`config.mk`:
```
export PLATFORM = sky130hd
export DESIGN_NAME = buddy_block_allocator_core
export DESIGN_NICKNAME = d
export VERILOG_FILES = /design/src/design/bbalc_pkg.sv /design/src/design/bbalc_ram.sv /design/src/design/buddy_block_allocator_core.sv
export SDC_FILE = /design/constraint.sdc
export NUM_CORES = 1
export LEC_CHECK = 0
export BUFFER_PORTS_ARGS = -buffer_cell sky130_fd_sc_hd__buf_2
export CAP_MARGIN = 20
export CORE_MARGIN = 3
export CORE_UTILIZATION = 64
export DETAILED_ROUTE_END_ITERATION = 10
export GPL_TIMING_DRIVEN = 0
export PLACE_DENSITY = 0.88
export SETUP_SLACK_MARGIN = 0.3
export SLEW_MARGIN = 20
export SYNTH_ARGS = -nofsm -noshare
export SYNTH_HDL_FRONTEND = slang
export SYNTH_SLANG_ARGS = --single-unit
```
`constraint.sdc`:
```
create_clock -name clock -period 14.8 [get_ports clock]
set_input_delay 0.74 -clock clock [delete_from_list [all_inputs] [get_ports clock]]
set_output_delay 0.74 -clock clock [all_outputs]
set_load 0.03 [all_outputs]
```
`src/design/bbalc_pkg.sv`:
```
package bbalc_pkg;

   localparam int KIND_W   = 1;
   localparam int LEVEL_W  = 3;
   localparam int OFFSET_W = 7;
   localparam int INDEX_W  = 7;
   localparam int NEMPTY_W = 8;

   localparam logic [KIND_W-1:0] KIND_ALLOC = 1'b0;
   localparam logic [KIND_W-1:0] KIND_FREE  = 1'b1;

   typedef enum logic [3:0] {
      ST_CLEAR,
      ST_IDLE,
      ST_FIND,
      ST_SCAN_RD,
      ST_SCAN_CHK,
      ST_SPLIT,
      ST_FREE_RD,
      ST_FREE_CHK,
      ST_SET_RD,
      ST_SET_WR,
      ST_DONE
   } state_type;

endpackage

```
`src/design/bbalc_ram.sv`:
```
module bbalc_ram #(
   parameter int WIDTH = 1,
   parameter int DEPTH = 255
) (
   input  logic                     clock,
   input  logic                     wr_en,
   input  logic [$clog2(DEPTH)-1:0] wr_addr,
   input  logic [WIDTH-1:0]         wr_data,
   input  logic [$clog2(DEPTH)-1:0] rd_addr,
   output logic [WIDTH-1:0]         rd_data
);

   logic [WIDTH-1:0] mem [DEPTH];

   always_ff @(posedge clock) begin
      if (wr_en) begin
         mem[wr_addr] <= wr_data;
      end
      rd_data <= mem[rd_addr];
   end

endmodule

```
`src/design/buddy_block_allocator_core.sv`:
```
// allocate: find the lowest non-empty level at or above the request, scan it from index 0 for
//   the first free block, then split it down to the requested level; fails with no free block or a bad level
// free: merge with each free buddy on the way up to the top level, then mark the merged block free
// one item at a time, busy is high through the result strobe, next transfer in the cycle after it
// synchronous reset starts a clearing pass over all 2^LEVELS-1 bits of the free map,
//   busy is high throughout and only the top-level block is free afterwards; no stall
module buddy_block_allocator_core #(
   parameter int LEVELS = 8
) (
   input  logic                             clock,
   input  logic                             reset,
   input  logic                             start,
   output logic                             busy,
   input  logic [bbalc_pkg::KIND_W-1:0]     req_kind,
   input  logic [bbalc_pkg::LEVEL_W-1:0]    req_level,
   input  logic [bbalc_pkg::OFFSET_W-1:0]   req_offset,
   output logic                             rsp_valid,
   output logic                             rsp_success,
   output logic [bbalc_pkg::INDEX_W-1:0]    rsp_block_index,
   output logic [bbalc_pkg::NEMPTY_W-1:0]   rsp_nonempty_levels
);

   import bbalc_pkg::*;

   localparam int MAP_SIZE = (1 << LEVELS) - 1;
   localparam int AW       = LEVELS;
   localparam int IW       = LEVELS - 1;
   localparam int LVW      = (LEVELS > 2) ? $clog2(LEVELS) : 1;
   localparam int CW       = LEVELS;

   localparam logic [AW-1:0]  LAST_ADDR = AW'(MAP_SIZE - 1);
   localparam logic [LVW-1:0] TOP_LEVEL = LVW'(LEVELS - 1);

   function automatic logic [AW-1:0] base_of(input logic [LVW-1:0] lv);
      base_of = AW'((1 << LEVELS) - (1 << (LEVELS - int'(lv))));
   endfunction

   function automatic logic [IW-1:0] mask_of(input logic [LVW-1:0] lv);
      mask_of = IW'((1 << (LEVELS - 1 - int'(lv))) - 1);
   endfunction

   state_type        state_ff, state_in;
   logic [LVW-1:0]   lv_ff, lv_in;
   logic [LVW-1:0]   need_ff, need_in;
   logic [IW-1:0]    idx_ff, idx_in;
   logic [KIND_W-1:0] kind_ff, kind_in;
   logic             ok_ff, ok_in;
   logic [AW-1:0]    clr_ff, clr_in;
   logic [CW-1:0]    cnt_ff [LEVELS];
   logic [CW-1:0]    cnt_in [LEVELS];

   logic             ram_we;
   logic [AW-1:0]    ram_waddr;
   logic             ram_wdata;
   logic [AW-1:0]    ram_raddr;
   logic             ram_rdata;

   logic [AW-1:0]    cur_addr;
   logic [AW-1:0]    buddy_addr;
   logic             found;
   logic [LVW-1:0]   found_lv;
   logic [LVW-1:0]   req_lv;
   logic             req_lv_ok;

   bbalc_ram #(
      .WIDTH(1),
      .DEPTH(MAP_SIZE)
   ) u_map (
      .clock  (clock),
      .wr_en  (ram_we),
      .wr_addr(ram_waddr),
      .wr_data(ram_wdata),
      .rd_addr(ram_raddr),
      .rd_data(ram_rdata)
   );

   assign cur_addr   = base_of(lv_ff) + AW'(idx_ff);
   assign buddy_addr = base_of(lv_ff) + AW'(idx_ff ^ IW'(1));
   assign req_lv     = LVW'(req_level);
   assign req_lv_ok  = int'(req_level) < LEVELS;

   // lowest level at or above the request that holds a free block
   always_comb begin
      found    = 1'b0;
      found_lv = '0;
      for (int l = LEVELS - 1; l >= 0; l--) begin
         if (l >= int'(need_ff) && cnt_ff[l] != '0) begin
            found    = 1'b1;
            found_lv = LVW'(l);
         end
      end
   end

   always_ff @(posedge clock) begin
      if (reset) begin
         state_ff <= ST_CLEAR;
         clr_ff   <= '0;
         for (int l = 0; l < LEVELS; l++) begin
            cnt_ff[l] <= (l == LEVELS - 1) ? CW'(1) : '0;
         end
      end else begin
         state_ff <= state_in;
         clr_ff   <= clr_in;
         cnt_ff   <= cnt_in;
      end
      lv_ff   <= lv_in;
      need_ff <= need_in;
      idx_ff  <= idx_in;
      kind_ff <= kind_in;
      ok_ff   <= ok_in;
   end

   always_comb begin
      state_in  = state_ff;
      lv_in     = lv_ff;
      need_in   = need_ff;
      idx_in    = idx_ff;
      kind_in   = kind_ff;
      ok_in     = ok_ff;
      clr_in    = clr_ff;
      cnt_in    = cnt_ff;
      ram_we    = 1'b0;
      ram_waddr = cur_addr;
      ram_wdata = 1'b0;
      ram_raddr = cur_addr;

      case (state_ff)
         ST_CLEAR: begin
            ram_we    = 1'b1;
            ram_waddr = clr_ff;
            ram_wdata = (clr_ff == LAST_ADDR);
            clr_in    = clr_ff + AW'(1);
            if (clr_ff == LAST_ADDR) begin
               state_in = ST_IDLE;
            end
         end
         ST_IDLE: begin
            if (start) begin
               kind_in = req_kind;
               lv_in   = req_lv;
               need_in = req_lv;
               idx_in  = IW'(req_offset) & mask_of(req_lv);
               ok_in   = 1'b0;
               if (!req_lv_ok) begin
                  state_in = ST_DONE;
               end else if (req_kind == KIND_ALLOC) begin
                  state_in = ST_FIND;
               end else begin
                  state_in = ST_FREE_RD;
               end
            end
         end
         ST_FIND: begin
            if (found) begin
               lv_in    = found_lv;
               idx_in   = '0;
               state_in = ST_SCAN_RD;
            end else begin
               state_in = ST_DONE;
            end
         end
         ST_SCAN_RD: begin
            state_in = ST_SCAN_CHK;
         end
         ST_SCAN_CHK: begin
            if (ram_rdata) begin
               ram_we        = 1'b1;
               cnt_in[lv_ff] = cnt_ff[lv_ff] - CW'(1);
               state_in      = ST_SPLIT;
            end else begin
               idx_in   = idx_ff + IW'(1);
               state_in = ST_SCAN_RD;
            end
         end
         ST_SPLIT: begin
            if (lv_ff == need_ff) begin
               ok_in    = 1'b1;
               state_in = ST_DONE;
            end else begin
               // right half of the lower level goes free
               lv_in    = lv_ff - LVW'(1);
               idx_in   = (idx_ff << 1) | IW'(1);
               state_in = ST_SET_RD;
            end
         end
         ST_FREE_RD: begin
            if (lv_ff == TOP_LEVEL) begin
               state_in = ST_SET_RD;
            end else begin
               ram_raddr = buddy_addr;
               state_in  = ST_FREE_CHK;
            end
         end
         ST_FREE_CHK: begin
            ram_raddr = buddy_addr;
            if (ram_rdata) begin
               ram_we        = 1'b1;
               ram_waddr     = buddy_addr;
               cnt_in[lv_ff] = cnt_ff[lv_ff] - CW'(1);
               idx_in        = idx_ff >> 1;
               lv_in         = lv_ff + LVW'(1);
               state_in      = ST_FREE_RD;
            end else begin
               state_in = ST_SET_RD;
            end
         end
         ST_SET_RD: begin
            state_in = ST_SET_WR;
         end
         ST_SET_WR: begin
            ram_we    = 1'b1;
            ram_wdata = 1'b1;
            // count only a bit that was clear, a repeated free leaves it as is
            if (!ram_rdata) begin
               cnt_in[lv_ff] = cnt_ff[lv_ff] + CW'(1);
            end
            if (kind_ff == KIND_FREE) begin
               ok_in    = 1'b1;
               state_in = ST_DONE;
            end else begin
               idx_in   = idx_ff & ~IW'(1);
               state_in = ST_SPLIT;
            end
         end
         ST_DONE: begin
            state_in = ST_IDLE;
         end
         default: begin
            state_in = ST_IDLE;
         end
      endcase
   end

   assign busy            = (state_ff != ST_IDLE);
   assign rsp_valid       = (state_ff == ST_DONE);
   assign rsp_success     = ok_ff;
   assign rsp_block_index = (ok_ff && kind_ff == KIND_ALLOC) ? INDEX_W'(idx_ff) : '0;

   for (genvar l = 0; l < NEMPTY_W; l++) begin : g_nempty
      if (l < LEVELS) begin : g_lvl
         assign rsp_nonempty_levels[l] = (cnt_ff[l] != '0);
      end else begin : g_none
         assign rsp_nonempty_levels[l] = 1'b0;
      end
   end

endmodule

```
==> flow_metrics.py, run 1 <==
metrics = {
    "clocking": {
        "htree_num_levels": 2,
        "clkSinkCount": 347,
        "worst_setup_hold_path_clk_slew_ps": 70,
        "postCtsResizedCells": 0,
        "cts_tree": "yes",
        "post_cts_buffers": 0,
        "postCtsHoldBufs": 0,
        "cts_buffers": 37,
        "cts_buffer_depth": 3,
        "skew_pair_late_insertion_delay_ps": 530,
        "clk_root_buffer_cell": "clkbuf_16",
    },
    "setup_path": {
        "cpPeakStageDelay_ps": 930,
        "path_class": "flip-flop to flip-flop",
        "ordered_cell_list_for_the_critical_path": "clkbuf_1 -> clkbuf_1 -> nand3_1 -> ha_1 -> fa_1 -> buf_2 -> nor3_2 -> a21o_1 -> buf_1 -> a311oi_1 -> o21ai_0 -> a21oi_1 -> a2111oi_0 -> o32ai_1",
        "r2r.worst_path.cells": 14,
        "crit_end_category": "flip-flop",
        "critical_path_arrival_ps": 6800,
        "worst-endpoint-required_ps": 15180,
        "startpoint_kind_of_the_worst_setup_timing_path": "flip-flop",
        "critical_path.slowest_cell": "a2111oi_0",
        "worst_path_most_repeated_cell": "clkbuf_1",
        "path_max_fanout": 10,
    },
    "synth": {
        "yosys_register_bits": 347,
        "synth-edff-count": 270,
        "synthesis.yosys.warnings": 0,
        "post_synth.cell_area_avg_sq_um": 10.68,
        "post_synth_inst_count": 1756,
        "ys_seq_area_share_pct": 51.44,
        "syn-cell-area_sq_um": 18760,
        "yosysUniqueCellTypes": 84,
        "synth_flop_cell": "edfxtp_1",
        "synth_async_sr_flop_share_pct": 0,
    },
    "floorplanning": {
        "placement_rows": 62,
        "die_outline_area_sq_um": 31400,
        "die_h_um": 177.2,
        "starting_density_of_the_core_pct": 65.18,
        "top_level_ports": 32,
        "floorplan.die.width_um": 177.2,
        "placeableCoreArea_sq_um": 28780,
    },
    "power": {
        "cellPowerDensity_nw_per_um2": 100.4,
        "cellLeakagePower_nw": 7.309,
        "worst_ir_drop_vdd_uv": 97.16,
    },
    "placement": {
        "dp.cells": 2178,
        "io_buffers": 30,
        "placedInstanceArea_sq_um": 19600,
        "dp_hpwl_mm": 38.12,
        "routabilityCongestion": 0.9713,
    },
    "grt": {
        "grt_pass1_vias": 15140,
        "antenna_found_initial": 0,
        "grt.total_usage_pct": 35.66,
        "global_route_wire_length_before_repair_mm": 85.28,
        "aggregate_global_routing_overflow": 0,
        "largest_net_degree_at_the_start_of_global_routing": 43,
    },
    "status": {
        "outcome": "complete, no violations",
    },
    "cells_and_area": {
        "post_route_cells_drive_above_1_share_pct": 15.10,
        "final_net_count": 1867,
        "nFillCells": 1911,
        "synth_to_layout_area_growth_pct": 10.90,
        "seqCellArea_sq_um": 9649,
        "finish.instance_area_sq_um": 20800,
        "combined_area_of_the_multi_input_logic_cells_sq_um": 8396,
        "finalNonFillerCells": 2246,
    },
    "drt": {
        "topRoutingLayerUsed": "met4",
        "drc": 0,
        "wl_met3_mm": 8.613,
        "routed_via_density": 7.048,
        "drtPass1Iterations": 7,
        "m1WireLength_mm": 19.69,
        "post_route_antenna_net_violation_count": 0,
        "total_vias_in_the_final_route": 15830,
        "routedWlPerCell_um": 25.33,
        "detail_route.wirelength_mm": 56.88,
        "route.met2.wl_mm": 25.13,
        "number_of_drc_violations_after_detailed_routing_iteration_0": 2930,
    },
    "sta": {
        "worst-slew-pin-transition_ps": 1183,
        "clk_skew_ps": 20.10,
        "finalCritPeriodShare_pct": 43.43,
        "grt_setup_unrepaired": "false",
        "finalSetupViolCount": 0,
        "finalSetupTns_ps": 0,
        "maxClockFrequency_ghz": 0.1556,
        "final_hold_viol_count": 0,
        "max_slew_violation_count": 0,
        "relSlewSlack_pct": 18.91,
        "fin_crit_ps": 6428,
    },
    "min_path": {
        "hold-path-cell-count": 1,
        "hold_path_class": "input port to flip-flop",
    },
    "job": {
        "max_cap_violations": 0,
    },
}
cells in the final DEF, fill, tap and decap left out, types with 40 or more instances in the layout:
cell       netlist  final
a211oi_1        81     81
a21oi_1         46     46
buf_2           65     95
clkbuf_1        49     54
clkbuf_16        0     40
dfxtp_1         77     77
edfxtp_1       270    270
mux2i_1         64     64
mux4_2          69     69
nand2_1        192    192
nor2_1         387    387
final timing paths:
kind,startpoint,end,slack [ps]
setup / recovery,lv_ff[2],u_map.rd_data,8370
hold / removal,req_level[1],need_ff[1],410
setup reg to reg,lv_ff[2],u_map.rd_data,8370
hold reg to reg,cnt_ff[27],cnt_ff[27],520
area by class of cell:
type | count | share of cell area, %
Multi-Input combinational cell | 1252 | 40.36
Tap cell | 384 | 2.310
Clock buffer | 46 | 4.968
Clock inverter | 21 | 0.7819
Buffer | 135 | 3.116
Inverter | 23 | 0.4210
Timing Repair Buffer | 37 | 1.648
Antenna cell | 1 | 0.01203
Sequential cell | 347 | 46.39
sequential cells by signal (all words and copies together), names as in the netlist, named ones only:
signal	count
lv_ff	3
clr_ff	8
cnt_ff	56
u_map.mem	255
u_map.rd_data	1
kind_ff	1
rsp_success	1
need_ff	3
idx_ff	7
state_ff	4
cells in the mapped netlist, types with 9 or more instances:
master | count | area share, %
nor2_1 | 387 | 7.7
edfxtp_1 | 270 | 43
nand2_1 | 192 | 3.8
a211oi_1 | 81 | 3.2
dfxtp_1 | 77 | 8.2
mux4_2 | 69 | 8.3
buf_2 | 65 | 1.7
mux2i_1 | 64 | 3.4
clkbuf_1 | 49 | 0.98
a21oi_1 | 46 | 1.2
and3_1 | 37 | 1.2
o21ai_0 | 32 | 0.85
a311oi_1 | 27 | 1.3
inv_1 | 22 | 0.44
nand3_1 | 21 | 0.56
and2_1 | 19 | 0.63
ha_1 | 17 | 1.1
xnor2_1 | 17 | 0.79
nor3_1 | 16 | 0.43
nor4_1 | 16 | 0.53
nand4_1 | 15 | 0.50
buf_4 | 12 | 0.48
nand2b_1 | 12 | 0.40
o211ai_1 | 12 | 0.48
xor2_1 | 12 | 0.56
a22oi_1 | 11 | 0.44
nor2b_1 | 9 | 0.30
o22ai_1 | 9 | 0.30
metal layers:
metal	up-vias	track usage, %
met5	-	0.9615
met4	0	17.51
met3	324	10.57
met2	1434	54.81
met1	7429	46.51
li1	6643	-
kinds of logic (layout without fill, tap and decap cells):
logic type	Yosys count	in the layout	synth area share, %
flip-flops	347	347	51.44
other	2	4	0.04004
multiplexers	135	135	11.84
adder cells (fa/ha/maj)	20	20	1.454
buffers and inverters	158	262	3.922
AND/OR/NAND/NOR	760	760	17.94
XOR/XNOR	33	33	1.761
AO/OA/AOI/OAI	301	301	11.61
power breakdown:
part / internal (W) / leakage, nW / switching (W)
sequential: 0.00104 / 3.36 / 0.00000128
clock: 0.000532 / 0.587 / 0.000390
combinational: 0.0000417 / 3.36 / 0.0000848
critical path, delay by kind of cell (launching register included):
kind                       cells  cell delay (ps)
adders and majority gates      2              820
and+or+nand+nor                2              900
DFF                            1              520
buffers and inverters          4             1940
AOI/OAI and AO/OA              6             2070
metrics by stage:
| step | util, % | hold slack [ps] | power, W | setup WS (ps) |
|---|---|---|---|---|
| final | 72.28 | 409.4 | 0.002088 | 8372 |
| after floorplan | - | 477.8 | 0.001140 | 1784 |
| after global placement | 67.38 | 499.2 | 0.001176 | -4656 |
| after detailed placement | 68.12 | 501.4 | 0.001179 | 8816 |
| after CTS | 72.27 | 403.6 | 0.002077 | 8801 |
| after global routing | 72.27 | 413.6 | 0.002121 | 8490 |
(Power assumes the default switching activity.)
==> inputs of run 2 (changes only) <==
--- a/config.mk
+++ b/config.mk
@@ -8,10 +8,10 @@
 export BUFFER_PORTS_ARGS = -buffer_cell sky130_fd_sc_hd__buf_2
 export CAP_MARGIN = 20
 export CORE_MARGIN = 3
-export CORE_UTILIZATION = 64
+export CORE_UTILIZATION = 57
 export DETAILED_ROUTE_END_ITERATION = 10
 export GPL_TIMING_DRIVEN = 0
-export PLACE_DENSITY = 0.88
+export PLACE_DENSITY = 0.83
 export SETUP_SLACK_MARGIN = 0.3
 export SLEW_MARGIN = 20
 export SYNTH_ARGS = -nofsm -noshare
==> constraint.sdc (replaced) <==
create_clock -name clock -period 5.2 [get_ports clock]
set_input_delay 0.26 -clock clock [delete_from_list [all_inputs] [get_ports clock]]
set_output_delay 0.26 -clock clock [all_outputs]
set_load 0.03 [all_outputs]
==> run 2 against run 1 <==
Compared with the run above: sequential share of layout area is 1.0 points lower; via count down 1.3%; setup slack got worse by 8000 ps; maximum frequency increased by 34%; clock power grew to 2.7 times the previous value; die area increased by 12%; sequential power rose to 2.8 times the previous value; core utilization shrank 5.7 points; hold slack got worse by 350 ps; largest cell class unchanged; highest routed layer unchanged.
==> flow_metrics.py, run 2 (same netlist as run 1, synthesis figures left out) <==
metrics = {
    "grt": {
        "grt_pass1_vias": 15071,
        "largest_net_degree_at_the_start_of_global_routing": 40,
        "aggregate_global_routing_overflow": 0,
        "antenna_found_initial": 0,
        "global_route_wire_length_before_repair_mm": 84.76,
        "grt.total_usage_pct": 31.00,
    },
    "floorplanning": {
        "die_outline_area_sq_um": 35120,
        "placeableCoreArea_sq_um": 31960,
        "starting_density_of_the_core_pct": 58.69,
        "placement_rows": 65,
        "top_level_ports": 32,
        "die_h_um": 187.4,
        "floorplan.die.width_um": 187.4,
    },
    "cells_and_area": {
        "layout.cells.most_common": "nor2_1",
        "nFillCells": 2320,
        "post_route_cells_drive_above_1_share_pct": 18.48,
        "layout.cells.most_common_list": "375 x nor2_1, 270 x edfxtp_1, 166 x nand2_1",
        "insertedDiodeCount": 0,
        "finalCoreUtilization_pct": 66.58,
        "regMostFlops": "u_map.mem",
        "finalNonFillerCells": 2313,
        "final_net_count": 1888,
        "finish.instance_area_sq_um": 21280,
        "synth_to_layout_area_growth_pct": 13.45,
        "largest_reg_flops": 255,
        "biggestRegsByFlops": "u_map.mem x255, cnt_ff x56, clr_ff x8",
    },
    "power": {
        "totalPowerFinal_w": 0.005846,
        "netSwitchingFraction_pct": 22.82,
        "worst_ir_drop_vdd_uv": 256.2,
        "cellLeakagePower_nw": 7.461,
        "p_sw_w": 0.001334,
        "power.clock.fraction_pct": 42.9,
        "power_report.internal_total_w": 0.004512,
        "combinationalPowerShare_pct": 6.4,
        "cellPowerDensity_nw_per_um2": 274.7,
        "pwr-share-seq_pct": 50.6,
    },
    "sta": {
        "worst-slew-pin-transition_ps": 900.9,
        "relSlewSlack_pct": 39.51,
        "final_hold_viol_count": 0,
        "clk_skew_ps": 15.14,
        "finalSetupViolCount": 0,
        "fin_crit_ps": 4792,
        "max_slew_violation_count": 0,
        "finalCritPeriodShare_pct": 92.16,
        "maxClockFrequency_ghz": 0.2087,
        "grt_setup_unrepaired": "true",
    },
    "setup_path": {
        "cp-endpoint": "u_map.rd_data",
        "path_class": "flip-flop to flip-flop",
        "crit_path_start": "lv_ff[1]",
        "regToRegStartpoint": "lv_ff[1]",
        "setup.reg_to_reg.worst_slack_ps": 410,
        "critical_path.reg2reg.endpoint": "u_map.rd_data",
        "critical_path_arrival_ps": 5230,
        "r2r.worst_path.cells": 17,
        "path_max_fanout": 10,
        "startpoint_kind_of_the_worst_setup_timing_path": "flip-flop",
        "crit_end_category": "flip-flop",
        "worst-endpoint-required_ps": 5640,
    },
    "clocking": {
        "skew_pair_late_insertion_delay_ps": 540,
        "htree_num_levels": 2,
        "cts_buffer_depth": 3,
        "cts_tree": "yes",
        "cts_buffers": 38,
        "clk_root_buffer_cell": "clkbuf_16",
        "clkSinkCount": 347,
        "worst_setup_hold_path_clk_slew_ps": 60,
    },
    "placement": {
        "placedInstanceArea_sq_um": 19670,
        "io_buffers": 30,
        "dp_hpwl_mm": 37.48,
        "routabilityCongestion": 0.9766,
        "dp.cells": 2229,
    },
    "drt": {
        "drtPass1Iterations": 9,
        "detail_route.wirelength_mm": 55.49,
        "total_vias_in_the_final_route": 15628,
        "drc": 0,
        "routed_via_density": 6.757,
        "routedWlPerCell_um": 23.99,
        "post_route_antenna_net_violation_count": 0,
        "number_of_drc_violations_after_detailed_routing_iteration_0": 2309,
    },
    "min_path": {
        "startpoint_of_the_lowest_slack_hold_path": "req_offset[3]",
        "hold_path_class": "input port to flip-flop",
    },
    "status": {
        "outcome": "complete, no violations",
    },
    "job": {
        "max_cap_violations": 0,
    },
}
run 2: critical path: stages, from the launching register on:
cell       delay (ps)
edfxtp_1          440
buf_6             210
buf_4             230
clkbuf_4          250
nand3_1           140
ha_1              370
inv_1              70
fa_1              460
nand2b_1          200
a22o_1            220
nand2_2           210
buf_4             290
a211oi_1           80
a311oi_1          390
a21oi_1            90
a2111oi_1         700
o41ai_1           190
o32ai_1           140
run 2: layer usage:
layer  wire length, um  track usage (%)  vias up
met2             25020            48.41     1272
met5                 0                0        -
li1                  -                -     6671
met3              7944            7.590      239
met1             19940            41.69     7446
met4              2587            13.48        0
run 2: layout make-up:
type	count	area, sq um	area share (%)
clock buffers	49	1013	4.762
inverters	23	87.58	0.4116
repair buffers	57	528.0	2.481
flip-flops and latches	347	9649	45.34
plain buffers	135	732.0	3.440
multi-input cells	1252	8617	40.49
well taps	435	544.3	2.558
clock inverters	15	108.9	0.5115
run 2: metrics by stage:
| step | setup WS (ps) | TNS, ps | hold slack [ps] |
|---|---|---|---|
| after floorplan | 900.5 | 0 | 358.9 |
| after global placement | -572.6 | -111520 | 453.2 |
| after detailed placement | -544.7 | -47340 | 453.3 |
| after CTS | 270.5 | 0 | 36.82 |
| after global routing | 274.5 | 0 | 57.53 |
| final | 407.9 | 0 | 57.71 |
run 2: timing repair:
| item | CTS | global route |
|---|---|---|
| endpoints found under the setup margin | 256 | 255 |
| resized for setup | 43 | 63 |
| pin swaps | 0 | 6 |
| endpoints found under the hold margin | 4 | 0 |
| hold buffers | 4 | 0 |
| cloned | 0 | 0 |
| buffers inserted | 0 | 16 |
run 2: worst min path at each step:
stage | end | slack [ps] | cells after the start
2_1_floorplan | kind_ff | 360 | 0
6_report | idx_ff[3] | 60 | 3
4_1_cts | idx_ff[3] | 40 | 3
5_1_grt | idx_ff[3] | 60 | 3
3_5_place_dp | need_ff[2] | 450 | 1
3_3_place_gp | need_ff[2] | 450 | 1
run 2: power by group through the flow:
stage / logic [W] / clock network (W) / registers [W]
5_1_grt: 0.000394 / 0.00263 / 0.00296
2_1_floorplan: 0.000228 / 0 / 0.00302
4_1_cts: 0.000350 / 0.00251 / 0.00296
3_3_place_gp: 0.000330 / 0 / 0.00302
3_5_place_dp: 0.000337 / 0 / 0.00302
6_report: 0.000376 / 0.00251 / 0.00296
